### src/hw/rtl/erq_pkg.sv
// Shared widths, register codes and types for the Euclidean step query block.
package erq_pkg;

  localparam int unsigned LenW     = 7;
  localparam int unsigned PulseW   = 7;
  localparam int unsigned RotW     = 6;
  localparam int unsigned IdxW     = 8;
  localparam int unsigned PosW     = 6;
  localparam int unsigned ProdW    = 2 * LenW;
  localparam int unsigned CfgIdxW  = 2;
  localparam int unsigned CfgDataW = 7;

  localparam int unsigned MaxStepsDefault = 64;
  localparam int unsigned PipeDepth       = 7;

  localparam logic [CfgIdxW-1:0] CfgLength   = 2'd0;
  localparam logic [CfgIdxW-1:0] CfgPulses   = 2'd1;
  localparam logic [CfgIdxW-1:0] CfgRotation = 2'd2;

  localparam logic [LenW-1:0]   LenReset    = 7'd16;
  localparam logic [PulseW-1:0] PulseReset  = 7'd4;
  localparam logic [RotW-1:0]   RotReset    = 6'd0;

  typedef struct packed {
    logic [LenW-1:0]   len;
    logic [PulseW-1:0] pulses;
    logic [RotW-1:0]   rot;
    logic              len_zero;
    logic              all_pulses;
  } cfg_t;

endpackage

### src/hw/rtl/erq_if.sv
// Valid/ready channel interfaces for step queries and pulse results.
interface erq_in_if;
  import erq_pkg::*;
  logic            valid;
  logic            ready;
  logic [IdxW-1:0] step_index;

  modport source (output valid, output step_index, input ready);
  modport sink   (input valid, input step_index, output ready);
endinterface

interface erq_out_if;
  import erq_pkg::*;
  logic            valid;
  logic            ready;
  logic            pulse;
  logic [PosW-1:0] position;

  modport source (output valid, output pulse, output position, input ready);
  modport sink   (input valid, input pulse, input position, output ready);
endinterface

### src/hw/rtl/erq_rem_steps.sv
// A few restoring remainder steps: shifts dividend bits in, MSB first.
module erq_rem_steps #(
  parameter int unsigned STEPS = 4
) (
  input  logic [erq_pkg::LenW-1:0] rem_i,
  input  logic [STEPS-1:0]         bits_i,
  input  logic [erq_pkg::LenW-1:0] div_i,
  output logic [erq_pkg::LenW-1:0] rem_o
);
  import erq_pkg::*;

  always_comb begin
    logic [LenW:0]   acc;
    logic [LenW-1:0] r;
    r   = rem_i;
    acc = '0;
    for (int k = STEPS - 1; k >= 0; k--) begin
      acc = {r, bits_i[k]};
      if (acc >= {1'b0, div_i}) begin
        acc = acc - {1'b0, div_i};
      end
      r = acc[LenW-1:0];
    end
    rem_o = r;
  end

endmodule

### src/hw/rtl/erq_cfg.sv
// Configuration registers and the derived effective length and flags.
module erq_cfg #(
  parameter int unsigned MAX_STEPS = erq_pkg::MaxStepsDefault
) (
  input  logic                        clk_i,
  input  logic                        rst_ni,
  input  logic                        cfg_we_i,
  input  logic [erq_pkg::CfgIdxW-1:0] cfg_idx_i,
  input  logic [erq_pkg::CfgDataW-1:0] cfg_wdata_i,
  output erq_pkg::cfg_t               cfg_o
);
  import erq_pkg::*;

  localparam logic [LenW:0] MaxW = (LenW + 1)'(MAX_STEPS);

  logic [LenW-1:0]   len_q;
  logic [PulseW-1:0] pulses_q;
  logic [RotW-1:0]   rot_q;
  logic [LenW-1:0]   len_eff;

  always_ff @(posedge clk_i or negedge rst_ni) begin
    if (!rst_ni) begin
      len_q    <= LenReset;
      pulses_q <= PulseReset;
      rot_q    <= RotReset;
    end else if (cfg_we_i) begin
      unique case (cfg_idx_i)
        CfgLength:   len_q    <= cfg_wdata_i[LenW-1:0];
        CfgPulses:   pulses_q <= cfg_wdata_i[PulseW-1:0];
        CfgRotation: rot_q    <= cfg_wdata_i[RotW-1:0];
        default: ;
      endcase
    end
  end

  assign len_eff = ({1'b0, len_q} > MaxW) ? MaxW[LenW-1:0] : len_q;

  assign cfg_o.len        = len_eff;
  assign cfg_o.pulses     = pulses_q;
  assign cfg_o.rot        = rot_q;
  assign cfg_o.len_zero   = (len_eff == '0);
  assign cfg_o.all_pulses = (pulses_q >= len_eff);

endmodule

### src/hw/rtl/euclidean_rhythm_step_query.sv
// Top level: seven-stage pipeline answering Euclidean rhythm step queries.
//
//  channel   dir  handshake      word
//  step_i    in   valid/ready    step_index[7:0]
//  result_o  out  valid/ready    pulse, position[5:0]
//  cfg       in   cfg_we_i       cfg_idx_i[1:0], cfg_wdata_i[6:0]
//
// One word accepted per cycle while the output is not stalled.
// Stages: index/rotation remainder (2), fill offset, multiply, product
// remainder (2), pulse decision into the output register.
// The whole pipe advances together; a stalled output freezes every stage.
// Reset clears the valid bits and loads the register defaults.
module euclidean_rhythm_step_query #(
  parameter int unsigned MAX_STEPS = erq_pkg::MaxStepsDefault
) (
  input  logic                         clk_i,
  input  logic                         rst_ni,
  erq_in_if.sink                       step_i,
  erq_out_if.source                    result_o,
  input  logic                         cfg_we_i,
  input  logic [erq_pkg::CfgIdxW-1:0]  cfg_idx_i,
  input  logic [erq_pkg::CfgDataW-1:0] cfg_wdata_i
);
  import erq_pkg::*;

  localparam int unsigned IdxHiW = IdxW / 2;
  localparam int unsigned IdxLoW = IdxW - IdxHiW;
  localparam int unsigned RotHiW = RotW / 2;
  localparam int unsigned RotLoW = RotW - RotHiW;

  cfg_t cfg;
  logic adv;

  erq_cfg #(.MAX_STEPS(MAX_STEPS)) u_cfg (
    .clk_i       (clk_i),
    .rst_ni      (rst_ni),
    .cfg_we_i    (cfg_we_i),
    .cfg_idx_i   (cfg_idx_i),
    .cfg_wdata_i (cfg_wdata_i),
    .cfg_o       (cfg)
  );

  logic [PipeDepth-1:0] v_q;

  assign adv          = !v_q[PipeDepth-1] || result_o.ready;
  assign step_i.ready = adv;

  always_ff @(posedge clk_i or negedge rst_ni) begin
    if (!rst_ni) begin
      v_q <= '0;
    end else if (adv) begin
      v_q <= {v_q[PipeDepth-2:0], step_i.valid};
    end
  end

  // stage 1: upper halves of index and rotation remainders
  logic [LenW-1:0]   s1_ri_d, s1_rr_d;
  logic [LenW-1:0]   s1_ri_q, s1_rr_q;
  logic [IdxLoW-1:0] s1_idx_lo_q;
  logic [RotLoW-1:0] s1_rot_lo_q;

  erq_rem_steps #(.STEPS(IdxHiW)) u_idx_hi (
    .rem_i  ('0),
    .bits_i (step_i.step_index[IdxW-1:IdxLoW]),
    .div_i  (cfg.len),
    .rem_o  (s1_ri_d)
  );

  erq_rem_steps #(.STEPS(RotHiW)) u_rot_hi (
    .rem_i  ('0),
    .bits_i (cfg.rot[RotW-1:RotLoW]),
    .div_i  (cfg.len),
    .rem_o  (s1_rr_d)
  );

  // stage 2: lower halves give position and reduced rotation
  logic [LenW-1:0] s2_pos_d, s2_off_d;
  logic [LenW-1:0] s2_pos_q, s2_off_q;

  erq_rem_steps #(.STEPS(IdxLoW)) u_idx_lo (
    .rem_i  (s1_ri_q),
    .bits_i (s1_idx_lo_q),
    .div_i  (cfg.len),
    .rem_o  (s2_pos_d)
  );

  erq_rem_steps #(.STEPS(RotLoW)) u_rot_lo (
    .rem_i  (s1_rr_q),
    .bits_i (s1_rot_lo_q),
    .div_i  (cfg.len),
    .rem_o  (s2_off_d)
  );

  // stage 3: fill number counted backwards from the start position
  logic [LenW-1:0] s3_start, s3_fill_d;
  logic [LenW-1:0] s3_pos_q, s3_fill_q;

  assign s3_start  = (s2_off_q == '0) ? cfg.len - LenW'(1) : s2_off_q - LenW'(1);
  assign s3_fill_d = (s3_start >= s2_pos_q) ? s3_start - s2_pos_q
                                            : s3_start + (cfg.len - s2_pos_q);

  // stage 4: bucket product
  logic [ProdW-1:0] s4_prod_q;
  logic [LenW-1:0]  s4_pos_q;

  // stages 5 and 6: product remainder, LenW bits each
  logic [LenW-1:0] s5_rem_d, s5_rem_q, s5_pos_q, s5_lo_q;
  logic [LenW-1:0] s6_rem_d, s6_rem_q, s6_pos_q;

  erq_rem_steps #(.STEPS(LenW)) u_prod_hi (
    .rem_i  ('0),
    .bits_i (s4_prod_q[ProdW-1:LenW]),
    .div_i  (cfg.len),
    .rem_o  (s5_rem_d)
  );

  erq_rem_steps #(.STEPS(LenW)) u_prod_lo (
    .rem_i  (s5_rem_q),
    .bits_i (s5_lo_q),
    .div_i  (cfg.len),
    .rem_o  (s6_rem_d)
  );

  // stage 7: pulse decision into the output register
  logic            out_pulse_d, out_pulse_q;
  logic [PosW-1:0] out_pos_d, out_pos_q;

  always_comb begin
    if (cfg.len_zero) begin
      out_pulse_d = 1'b0;
    end else if (cfg.all_pulses) begin
      out_pulse_d = 1'b1;
    end else begin
      out_pulse_d = (({1'b0, s6_rem_q} + {1'b0, cfg.pulses}) >= {1'b0, cfg.len});
    end
    out_pos_d = cfg.len_zero ? '0 : s6_pos_q[PosW-1:0];
  end

  always_ff @(posedge clk_i) begin
    if (adv) begin
      s1_ri_q     <= s1_ri_d;
      s1_rr_q     <= s1_rr_d;
      s1_idx_lo_q <= step_i.step_index[IdxLoW-1:0];
      s1_rot_lo_q <= cfg.rot[RotLoW-1:0];
      s2_pos_q    <= s2_pos_d;
      s2_off_q    <= s2_off_d;
      s3_pos_q    <= s2_pos_q;
      s3_fill_q   <= s3_fill_d;
      s4_pos_q    <= s3_pos_q;
      s4_prod_q   <= ProdW'(s3_fill_q) * ProdW'(cfg.pulses);
      s5_pos_q    <= s4_pos_q;
      s5_rem_q    <= s5_rem_d;
      s5_lo_q     <= s4_prod_q[LenW-1:0];
      s6_pos_q    <= s5_pos_q;
      s6_rem_q    <= s6_rem_d;
      out_pulse_q <= out_pulse_d;
      out_pos_q   <= out_pos_d;
    end
  end

  assign result_o.valid    = v_q[PipeDepth-1];
  assign result_o.pulse    = out_pulse_q;
  assign result_o.position = out_pos_q;

endmodule

### src/flat_wrapper.sv
// flat-port wrapper written by rule: the top's interface ports become plain ports
module euclidean_rhythm_step_query_flat import erq_pkg::*;
#(
  parameter int unsigned MAX_STEPS = erq_pkg::MaxStepsDefault
)
  (clk_i, rst_ni, cfg_we_i, cfg_idx_i, cfg_wdata_i, step_i_valid, step_i_step_index, step_i_ready, result_o_valid, result_o_pulse, result_o_position, result_o_ready);
  erq_in_if step_i_i ();
  erq_out_if result_o_i ();
  input  logic clk_i;
  input  logic rst_ni;
  input  logic cfg_we_i;
  input  logic [erq_pkg::CfgIdxW-1:0] cfg_idx_i;
  input  logic [erq_pkg::CfgDataW-1:0] cfg_wdata_i;
  input wire logic [$bits(step_i_i.valid)-1:0] step_i_valid;
  input wire logic [$bits(step_i_i.step_index)-1:0] step_i_step_index;
  output wire logic [$bits(step_i_i.ready)-1:0] step_i_ready;
  output wire logic [$bits(result_o_i.valid)-1:0] result_o_valid;
  output wire logic [$bits(result_o_i.pulse)-1:0] result_o_pulse;
  output wire logic [$bits(result_o_i.position)-1:0] result_o_position;
  input wire logic [$bits(result_o_i.ready)-1:0] result_o_ready;
  assign step_i_i.valid = step_i_valid;
  assign step_i_i.step_index = step_i_step_index;
  assign step_i_ready = step_i_i.ready;
  assign result_o_valid = result_o_i.valid;
  assign result_o_pulse = result_o_i.pulse;
  assign result_o_position = result_o_i.position;
  assign result_o_i.ready = result_o_ready;
  euclidean_rhythm_step_query #(.MAX_STEPS(MAX_STEPS)) u_core (.clk_i(clk_i), .rst_ni(rst_ni), .step_i(step_i_i), .result_o(result_o_i), .cfg_we_i(cfg_we_i), .cfg_idx_i(cfg_idx_i), .cfg_wdata_i(cfg_wdata_i));
endmodule
### config.mk
export PLATFORM = sky130hd
export DESIGN_NAME = euclidean_rhythm_step_query_flat
export DESIGN_NICKNAME = d
export VERILOG_FILES = /design/src/hw/rtl/erq_pkg.sv /design/src/hw/rtl/erq_if.sv /design/src/hw/rtl/erq_rem_steps.sv /design/src/hw/rtl/erq_cfg.sv /design/src/hw/rtl/euclidean_rhythm_step_query.sv /design/src/flat_wrapper.sv
export SDC_FILE = /design/constraint.sdc
export NUM_CORES = 1
export LEC_CHECK = 0
export ABC_CLOCK_PERIOD_IN_PS = 16900
export BUFFER_PORTS_ARGS = -buffer_cell sky130_fd_sc_hd__buf_2
export CAP_MARGIN = 30
export CORE_MARGIN = 2
export CORE_UTILIZATION = 54
export CTS_CLUSTER_DIAMETER = 120
export DETAILED_ROUTE_END_ITERATION = 7
export PLACE_DENSITY = 0.79
export SYNTH_ARGS = -nofsm -noshare
export SYNTH_HDL_FRONTEND = slang
export SYNTH_HIERARCHICAL = 1
export SYNTH_SLANG_ARGS = --single-unit
### constraint.sdc
create_clock -name clk_i -period 16.9 [get_ports clk_i]
set_clock_uncertainty 0.05 [all_clocks]
set_input_delay 0.845 -clock clk_i [delete_from_list [all_inputs] [get_ports clk_i]]
set_output_delay 0.845 -clock clk_i [all_outputs]
set_load 0.02 [all_outputs]
; ---- Yosys cells after proc, flatten, opt, wreduce, memory -nomap -nowiden
; Index checks and enable logic that the tools add are counted.
[word_totals]
ff_bits = 135
inputBits = 22
output_inout_bits = 9
wordCells = 130
[classes]
addsub = 34
multipliers = 1
order_cmp = 32
eq_ne = 2
n_mux = 32
reduce_logical = 8
[ops]
columns = cell, n
row1 = $mux W7, 31
row2 = $ge A8 B7 Y1, 26
row3 = $sub A7 B7 Y7, 27
row4 = $ge A1 B7 Y1, 3
row5 = $sub A1 B7 Y7, 3
row6 = $ge A7 B7 Y1, 2
row7 = $logic_not A7 Y1, 2
row8 = $mul A7 B7 Y14, 1
row9 = $sub A7 B1 Y7 const B, 2
row10 = $add A7 B7 Y8, 1
row11 = $add A7 B7 Y7, 1
row12 = $gt A7 B7 Y1 const B, 1
row13 = $reduce_and A2 Y1, 3
row14 = $eq A2 B1 Y1 const B, 1
row15 = $eq A2 B2 Y1 const B, 1
row16 = $logic_not A2 Y1, 1
row17 = $logic_not A1 Y1, 1
row18 = $logic_or A1 B1 Y1, 1
row19 = $mux W1, 1

; ---- Depth between registers and ports, before layout
[depth]
ltp_word = 16
mapped_depth = 68
depth_no_buf = 64

; ---- Modules after synthesis
; The synthesis kept the hierarchy.
[modules_own_cells]
columns = mod, n_inst, cells_each, area_per_inst_um2, seq_area_each_um2
row1 = euclidean_rhythm_step_query, 1, 488, 6493.7, 3418.3
row2 = erq_rem_steps at u_core.u_idx_hi ..., 2, 219, 1610.3, 0.0
row3 = erq_rem_steps at u_core.u_prod_lo, 1, 365, 2866.5, 0.0
row4 = erq_rem_steps at u_core.u_prod_hi, 1, 350, 2738.9, 0.0
row5 = erq_rem_steps at u_core.u_rot_hi ..., 2, 158, 1346.3, 0.0
row6 = erq_cfg, 1, 76, 972.2, 503.0

; ---- Worst setup path after synthesis
; Ideal clock, no wire load.
[synth_path]
path_kind = register to register
start = register u_core.u_cfg.len_q[6]
end = register u_core.s6_rem_q[1], data pin
setup_ns = 0.260
arrival_time_ns = 14.424
required_time_ns = 16.590
setup_slack_ns = 2.166
path_stages_with_launch = 62
n_path_buf = 4
period_less_slack_ns = 14.734
path_cell_list = dfrtp_1 -> nor2b_1 -> ha_1 -> inv_1 -> fa_1 -> a211o_1 -> a32o_1 -> a21oi_4 -> mux2_2 -> ha_1 -> nor2b_1 -> o31a_1 -> o221ai_1 -> o2111ai_4 -> clkbuf_1 -> o21ai_0 -> inv_1 -> ha_1 -> [... 26 more ...] -> o21ai_0 -> nand2b_1 -> o21bai_1 -> a21oi_1 -> nor3b_2 -> or2_1 -> buf_6 -> o21ai_0 -> fa_1 -> a21o_1 -> a21oi_1 -> o21bai_1 -> a21oi_1 -> o21ai_0 -> a221oi_1 -> o211a_1 -> buf_6 -> mux2_4
[synth_lines]
columns = element, line_no
row1 = from (decl), erq_cfg.sv:16  ; logic [LenW-1:0] len_q;
row2 = from (signal assigned), erq_cfg.sv:23  ; len_q <= LenReset;
row3 = from (signal assigned), erq_cfg.sv:28  ; CfgLength: len_q <= cfg_wdata_i[LenW-1:0];
row4 = to (signal assigned), euclidean_rhythm_step_query.sv:155  ; s6_rem_q <= s6_rem_d;
row5 = to (decl), euclidean_rhythm_step_query.sv:108  ; logic [LenW-1:0] s6_rem_d, s6_rem_q, s6_pos_q;

==> run_results.csv <==
group,metric,value,unit
run_status,status,"finished, final reports clean",
cells_and_area,antennaDiodeCount,0,
yosys,syn-cell-area,0.0190,mm^2
critical_path,slowest_stage,"dfrtp_2",
global_routing,overflow,0,
yosys,yosysWarnings,6,
detailed_routing,drt_iter0_markers,1001,
detailed_routing,route.detailed.drc,0,
run,cap_viol_max_count,0,
floorplanning,die_x,192,um
cts,root_buffer,"clkbuf_16",
cts,cts_setup_buffers,0,
yosys,seq_area_frac_synth,20.7,%
cts,cts_inserted_buffers,17,
cells_and_area,final_cell_mix,"263 x ha_1, 199 x inv_1, 116 x a21oi_1",
critical_path,required,17.04,ns
critical_path,crit_fanout,16,
cells_and_area,layout_commonest_cell,"ha_1",
cells_and_area,fin_nets,2448,
cts,tritoncts,"done",
floorplanning,ios,31,
place,port_buffers,30,
yosys,async_flop_share,20.0,%
detailed_routing,first_pass_iters,5,
min_path,hold_path.class,"in2async",
detailed_routing,wl_per_cell,17.1,um
yosys,synth_compound_area_share,19.5,%
global_routing,grt_pass1_vias,15400,
timing,setup_tns,0,ns
detailed_routing,totalWireLength,44100,um
critical_path,start_kind,"flip-flop",
floorplanning,fp.dieH,192,um
cts,clock_path_buffers,2,
floorplanning,dieArea,0.0367,mm^2
yosys,synthFlopType,"edfxtp_1",
timing,fmax,63.6,MHz
yosys,synthXorXnorAreaFrac,5.44,%
critical_path,slowest_delay,0.52,ns
cts,cts-hold-fix-buffers,0,
timing,final_max_slew_viol_count,0,
critical_path,crit_type,"reg2reg",
global_routing,antenna_found_initial,0,
yosys,synth_edf_count,108,
cts,cts.sinks,135,
yosys,synth.mux.area_fraction,9.36,%
place,gp_congestion,0.942,
critical_path,crit_path_end_kind,"flip-flop",
cts,cts_max_level,4,
cells_and_area,syn_to_final_growth,7.31,%
cts,clk_pin_slew,0.07,ns
floorplanning,rows,68,
detailed_routing,routed_via_density,6.01,
global_routing,grt_first_pass_wirelength,73000,um
floorplanning,start_util,55.0,%
cts,clk_latency,0.45,ns
critical_path,worstPathArrival,15.86,ns
yosys,synth_cell_types,110,
detailed_routing,ant_nets,0,
timing,rsz0062_at_grt,"false",
timing,maxSlewHeadroom,51.7,%
cells_and_area,fin_util,59.0,%
timing,setup_viol,0,
cts,cts_resized,0,
floorplanning,core_area,0.0345,mm^2
yosys,synth-simple-area-share,15.9,%
timing,finalWorstSetupSlack,1.18,ns
cells_and_area,drive_gt1_share,11.8,%
yosys,syn_avg_cell_area,9.34,um^2
critical_path,reg2reg_slack,1.18,ns
yosys,synth_top_family_by_area,"adder cells",
critical_path,critPathMostFrequentCell,"ha_1",
timing,hold_viol,0,
yosys,synth_adder_area_share,23.7,%
timing,fin_crit_sh,93.0,%
place,pre_cts_ws,0.782,ns
detailed_routing,vias,15500,
timing,fin_crit,15.72,ns
global_routing,track_usage,24.4,%
timing,worstMarginPinSlew,0.721,ns
yosys,ys_ff_latch,135,
yosys,synth_cells,2033,
global_routing,grt_max_degree,76,
place,dpl.hpwl,34300,um
-- final timing paths --
path | from | end | cells past startpoint
min in group clk_i | u_core/s4_prod_q[1]$_DFFE_PP_ | u_core/s5_lo_q[1]$_DFFE_PP_ | 0
min reg2reg | u_core/s4_prod_q[1]$_DFFE_PP_ | u_core/s5_lo_q[1]$_DFFE_PP_ | 0
max | u_core/u_cfg/len_q[6]$_DFFE_PN0P_ | u_core/s6_rem_q[2]$_DFFE_PP_ | 59
max in group asynchronous | rst_ni | u_core/u_cfg/len_q[6]$_DFFE_PN0P_ | 1
min | rst_ni | u_core/v_q[0]$_DFFE_PN0P_ | 1
max reg2reg | u_core/u_cfg/len_q[6]$_DFFE_PN0P_ | u_core/s6_rem_q[2]$_DFFE_PP_ | 59
-- cells in the mapped netlist, types with 7 or more instances --
master    count  area (um^2)
ha_1        263         3290
a21o_1       54          405
edfxtp_1    108         3240
and3_1        9         56.3
and2_1       41          257
nor3b_1       9         67.6
clkbuf_1     11         41.3
o21a_1       42          315
o211ai_1      7         52.6
or3_1         9         56.3
nand2_1     116          435
a21boi_0      8         60.1
a311oi_1      8         70.1
nor2_1      110          413
a31oi_1      14         87.6
or2_2         7         43.8
nor2b_1      55          344
o31ai_1      10         75.1
nor3_1       33          165
mux2_4       16          240
xor2_1       33          289
nand4_1      19          119
o221ai_1     11         96.3
mux2_2       70          788
mux2i_1      68          681
o31a_1       15          131
xnor2_1      85          744
and4_1        9         78.8
inv_1       206          773
o311ai_0     10         87.6
nand3_1      33          165
buf_6        12          135
fa_1         60         1200
o21ai_0      74          370
o21ai_1      14         70.1
a41oi_1      10         87.6
dfrtp_1      25          626
nand2b_1     37          231
a211oi_1     15          113
o21bai_1     11         82.6
a21oi_1     116          581
-- per-stage QoR --
stage / cells / hold slack (ns) / area, um^2
4_1_cts: 2570 / 0.357 / 20300
6_report: 2571 / 0.345 / 20400
2_1_floorplan: 2083 / 0.350 / 19200
3_3_place_gp: 2537 / 0.353 / 19700
5_1_grt: 2571 / 0.371 / 20400
3_5_place_dp: 2538 / 0.355 / 19700
-- per-layer routing --
metal,routed length [um],vias up,part of all wire (%),global-route usage [%]
met2,21800,376,49,42.5
met4,993,0,2.3,8.28
met3,1710,80,3.9,2.92
li1,-,7581,-,-
met1,19600,7419,44,31.3
met5,0,-,0,0
-- area by class of cell --
| class | count | area [um^2] |
|---|---|---|
| Inverter | 207 | 800 |
| Multi-Input combinational cell | 1705 | 14200 |
| Clock inverter | 12 | 126 |
| Sequential cell | 135 | 3920 |
| Tap cell | 455 | 569 |
| Clock buffer | 20 | 483 |
| Fill cell | 3008 | 14200 |
| Timing Repair Buffer | 37 | 223 |
-- cell families (layout without fill, tap and decap cells) --
| family | after synthesis | in the layout |
|---|---|---|
| other cells | 1 | 51 |
| xor+xnor | 118 | 118 |
| mux | 160 | 160 |
| fa+ha+maj | 323 | 323 |
| flops | 135 | 135 |
| buf+inv | 243 | 276 |
| compound gates | 508 | 508 |
| simple gates | 545 | 545 |
-- flip-flops by register name, indices dropped and copies added, names as in the netlist --
name	flops
u_core/s1_rr_q	7
u_core/s6_pos_q	6
u_core/s4_prod_q	14
u_core/s6_rem_q	7
u_core/s5_pos_q	6
u_core/s3_pos_q	6
u_core/u_cfg/rot_q	6
u_core/u_cfg/len_q	7
u_core/s2_off_q	7
u_core/s2_pos_q	7
u_core/s1_ri_q	7
u_core/s1_rot_lo_q	3
u_core/result_o.pulse	1
u_core/s4_pos_q	6
u_core/s5_lo_q	7
u_core/s1_idx_lo_q	4
u_core/u_cfg/pulses_q	7
u_core/s3_fill_q	7
u_core/s5_rem_q	7
u_core/result_o.position	6
u_core/v_q	7
-- worst max-delay path: cells and delay by family, from the launching register on --
kind | cells | cell delay, ns
compound gates | 29 | 7.11
buf+inv | 5 | 1.01
simple gates | 12 | 2.23
flops | 1 | 0.52
fa+ha+maj | 7 | 2.46
mux | 6 | 2.08
Power is not shown: default switching activity piles up to over one toggle a cycle in this logic, so the estimate is an artifact.
